===== config.mk =====
export PLATFORM = sky130hd
export DESIGN_NAME = gn3d_ram
export DESIGN_NICKNAME = d
export VERILOG_FILES = /design/src/design/gn3d_pkg.sv /design/src/design/gn3d_ram.sv
export SDC_FILE = /design/constraint.sdc
export NUM_CORES = 2
export LEC_CHECK = 0
export ABC_AREA = 0
export BUFFER_PORTS_ARGS = -buffer_cell sky130_fd_sc_hd__buf_2
export CAP_MARGIN = 5
export CORE_UTILIZATION = 50
export CTS_CLUSTER_SIZE = 16
export DETAILED_ROUTE_END_ITERATION = 8
export GPL_TIMING_DRIVEN = 0
export PLACE_DENSITY = 0.65
export SKIP_CTS_REPAIR_TIMING = 1
export SYNTH_ARGS = -nofsm -noshare
export SYNTH_HDL_FRONTEND = slang
export SYNTH_SLANG_ARGS = --single-unit
export TNS_END_PERCENT = 20

===== constraint.sdc =====
create_clock -name clk -period 3.5 [get_ports clk]
set_input_delay 0.35 -clock clk [delete_from_list [all_inputs] [get_ports clk]]
set_output_delay 0.35 -clock clk [all_outputs]
set_load 0.01 [all_outputs]

===== src/design/gn3d_pkg.sv =====
// ----------------------------------------------------------------------------
// gn3d_pkg: shared types and constants for the 3D gradient noise block
// Table geometry, fixed-point formats, item modes and the gradient entry.
// ----------------------------------------------------------------------------
`default_nettype none

package gn3d_pkg;

    localparam int TABLE_SIZE      = 256;
    localparam int IDX_W           = $clog2(TABLE_SIZE);
    localparam int PERM_W          = 8;
    localparam int COORD_W         = 32;
    localparam int COORD_FRAC_BITS = 16;
    localparam int GRAD_W          = 16;
    localparam int WEIGHT_W        = 16;
    localparam int OUT_W           = 16;

    // blend arithmetic widths
    localparam int LERP_W = 40;
    localparam int LO_W   = 20;
    localparam int PL_W   = WEIGHT_W + LO_W;
    localparam int PH_W   = WEIGHT_W + 1 + LERP_W - LO_W;
    localparam int FULL_W = PH_W + LO_W;

    typedef enum logic [1:0] {
        MODE_EVAL = 2'd0,
        MODE_PERM = 2'd1,
        MODE_GRAD = 2'd2
    } mode_t;

    typedef struct packed {
        logic signed [GRAD_W-1:0] gx;
        logic signed [GRAD_W-1:0] gy;
        logic signed [GRAD_W-1:0] gz;
    } grad_t;

    localparam int GRAD_ENTRY_W = $bits(grad_t);

endpackage

`default_nettype wire


===== src/design/gn3d_ram.sv =====
// ----------------------------------------------------------------------------
// gn3d_ram: generic single-write, single-read RAM
// One write port and one read port with registered read data.
// ----------------------------------------------------------------------------
`default_nettype none

module gn3d_ram
    import gn3d_pkg::*;
#(
    parameter int WIDTH = PERM_W,
    parameter int DEPTH = TABLE_SIZE
)
(
    input  wire logic                     clk,
    input  wire logic                     we,
    input  wire logic [$clog2(DEPTH)-1:0] waddr,
    input  wire logic [WIDTH-1:0]         wdata,
    input  wire logic                     re,
    input  wire logic [$clog2(DEPTH)-1:0] raddr,
    output logic      [WIDTH-1:0]         rdata
);

    logic [WIDTH-1:0] mem_reg [DEPTH];
    logic [WIDTH-1:0] rdata_reg;

    always_ff @(posedge clk)
    begin
        if (we)
        begin
            mem_reg[waddr] <= wdata;
        end
        if (re)
        begin
            rdata_reg <= mem_reg[raddr];
        end
    end

    assign rdata = rdata_reg;

endmodule

`default_nettype wire


==> flow_summary.ini <==
[die]
die_h_um = 401.1
std_cell_rows = 146
dieArea_um2 = 160900
fp.dieW_um = 401.1
core_area_um2 = 158200
start_util = 0.5034
io_pins = 35

[cts]
numCtsBuffers = 202
cts_sinks = 2056
clock_path_buffers = 3
root_buffer = clkbuf_16
clkSlewWorstSetupHoldPaths_ns = 0.06
cts_tree = done
clk_latency_ns = 0.84
htree_levels = 4

[logic_synthesis]
synth_nets = 3760
synth.area.top_cells = edfxtp_1 (78%), mux4_2 (13%), mux2i_1 (1.7%)
syn_inst = 3733
yosys.area.top_type = edfxtp_1
ys_ff_latch = 2056
syn_area_per_cell_um2 = 21.33
synth_edf_count = 2056
ys_types = 54
synth.top_cell.area_share = 0.7753
ys_seq_area_frac = 0.7753
ys_warn_count = 0
netlist_area_um2 = 79640
postSynth.asyncResetShare = 0
synth_flop_cell = edfxtp_1

[drt]
vias_per_cell = 6.691
via_count = 41710
wl_um = 237800
dr.pass1.iters = 9
post_drt_wl_per_cell_um = 38.14
drc = 0
first_iter_violations = 7079
ant_nets = 0

[timing]
rsz0062_at_grt = yes
skew_ns = 0.03614
fin_ws_ns = -0.6017
worst_pin_slew_ns = 1.561
maxSlewHeadroom = -0.04064
finalHoldViolCount = 1
hold_ws_ns = -0.002225
slew_violations = 11
fin_setup_tns_ns = -2.990
fin_crit_sh = 1.172
setup_violations = 20
min_period_ns = 4.102
fmax_ghz = 0.2438

[place]
place.gp.congestion = 0.9799
port_buffers = 27
post_dp_cell_area_um2 = 82880
dpl.hpwl_um = 158800

[cells_and_area]
multiInputGateArea_um2 = 16550
fin_area_um2 = 89320
fillCellCount = 11630
regArea_um2 = 61740
largest_register_ffs = 2048
nets = 4016
post-route-util = 0.5646
drive_gt1_frac = 0.2210
areaGrowthSynthToFinish_pct = 12.16

[hold_path]
hold_path_startpoint = wdata[6]
min_path_cells = 1
hp-class = input port to register
whs_endpoint = mem_reg[80][6]

[grt]
grt_pass1_wl_um = 324100
grt_overflow = 0
grt_max_degree = 172
antenna_found_initial = 14
grt_util_all_layers = 0.2960
grt_pass1_vias = 40270

[worst_setup_path]
crit_fanout = 10
cp.arrival_ns = 4.61
critPathKind = input port to register
path_cells = buf_2 > buf_2 > and2_1 > buf_1 > clkbuf_2 > a22oi_1 > a21oi_1 > nor4_1 > nor4_1
timing.rr.start = mem_reg[191][3]
ff2ff_setup_slack_ns = 0.29
ff2ff_path_depth = 5
crit_family = buffers and inverters
r2r-end = rdata[3]
crit_required_ns = 4.01
crit_path_end_kind = register
worst_path_max_delay_cell = buf_1
critical-path-max-stage-delay_ns = 0.90
cp-start-kind = input port
path_buf_inv = 4

[power_and_ir_drop]
peakVddDrop_v = 0.0004693
p_per_area_nw_per_um2 = 569.7
p_total_mw = 50.89
p_leak_nw = 27.44

[status]
status = complete, but fails checks
violations = hold timing, capacitance limit, slew limit, setup timing

[job]
drv_cap = 1
final cells by class:
class / instances / share of cell area
flip-flops and latches: 2056 / 0.6912
multi-input cells: 1442 / 0.1853
clock buffers: 267 / 0.05933
well taps: 2072 / 0.02903
plain buffers: 233 / 0.01675
clock inverters: 101 / 0.01020
repair buffers: 52 / 0.007789
diodes: 9 / 0.0002522
inverters: 2 / 0.00008405
placed cells by master, fill, tap and decap left out, types with 6 or more instances in the layout:
master        n
o22ai_1      28
buf_12        8
nand3_1      34
mux2i_1     134
bufinv_16     9
nand2b_1      8
diode_2       9
clkinv_1     44
buf_2        52
clkbuf_2     21
clkbuf_1    153
buf_1        19
and2_1        6
buf_4        31
nor3_1       22
clkbuf_16   202
nor4_2       12
o211ai_1     10
nand2_1      33
nor2b_1      30
edfxtp_1   2056
nor4_1       14
mux4_2      454
nor2_1      280
a211oi_1     14
clkinv_8      6
buf_8        24
a22o_1        8
o21ai_0      10
clkinv_2     30
buf_16       13
nand4_1      10
a221oi_1     11
buf_6        21
a21oi_1      93
o221ai_1     46
a22oi_1     133
Yosys cell counts (6+ instances only):
| cell type | number |
|---|---|
| a211oi_1 | 16 |
| a22oi_1 | 133 |
| buf_2 | 31 |
| buf_8 | 13 |
| o21ai_0 | 10 |
| o221ai_1 | 46 |
| a21oi_1 | 96 |
| nand4_1 | 10 |
| buf_4 | 27 |
| nand2b_1 | 8 |
| buf_1 | 22 |
| mux2i_1 | 134 |
| and2_1 | 6 |
| nor4_1 | 24 |
| nor2b_1 | 31 |
| nand2_1 | 33 |
| mux4_2 | 454 |
| nor3_1 | 22 |
| buf_12 | 8 |
| edfxtp_1 | 2056 |
| a221oi_1 | 13 |
| nor2_1 | 282 |
| nand3_1 | 34 |
| buf_6 | 21 |
| clkbuf_1 | 111 |
| o22ai_1 | 28 |
| o211ai_1 | 10 |
| a22o_1 | 8 |
where the power goes:
| part | total [mW] | switching (mW) | internal [mW] |
|---|---|---|---|
| registers | 27.2 | 0.0229 | 27.2 |
| clock network | 20.8 | 9.41 | 11.4 |
| logic | 2.94 | 2.05 | 0.891 |
| total | 50.9 | 11.5 | 39.4 |
through the flow:
step	setup WS, ns	std cells
global route	-0.2798	6228
CTS	-0.7903	6217
detailed placement	-1.671	5849
floorplan	1.074	3733
finish	-0.6017	6234
global placement	-1.840	5832
worst max path at each step:
stage                        start  endpoint  slack, ns  cells past startpoint
after CTS                 raddr[2]  rdata[1]      -0.79                      9
after floorplan           raddr[0]  rdata[2]       1.07                      9
after detailed placement  raddr[2]  rdata[1]      -1.67                      9
final                     raddr[2]  rdata[3]      -0.60                      9
after global placement    raddr[1]  rdata[7]      -1.84                      9
after global routing      raddr[3]  rdata[2]      -0.28                      7
kinds of logic (layout without fill, tap and decap cells):
kind of cell,count (synthesis),after routing,synth area share
flip-flops,2056,2056,0.7753
AO/OA/AOI/OAI,385,385,0.03416
other,0,9,0
multiplexers,591,591,0.1460
buffers and inverters,235,655,0.01829
AND/OR/NAND/NOR,466,466,0.02625
metal layers:
metal / track usage / share of wire / up-vias
met4: 0.1425 / 0.055 / 14
met3: 0.09472 / 0.13 / 533
li1: - / - / 16230
met1: 0.4058 / 0.37 / 22120
met2: 0.4323 / 0.44 / 2811
met5: 0 / 0.00041 / -
No activity file was read; power rests on OpenSTA's default activity.
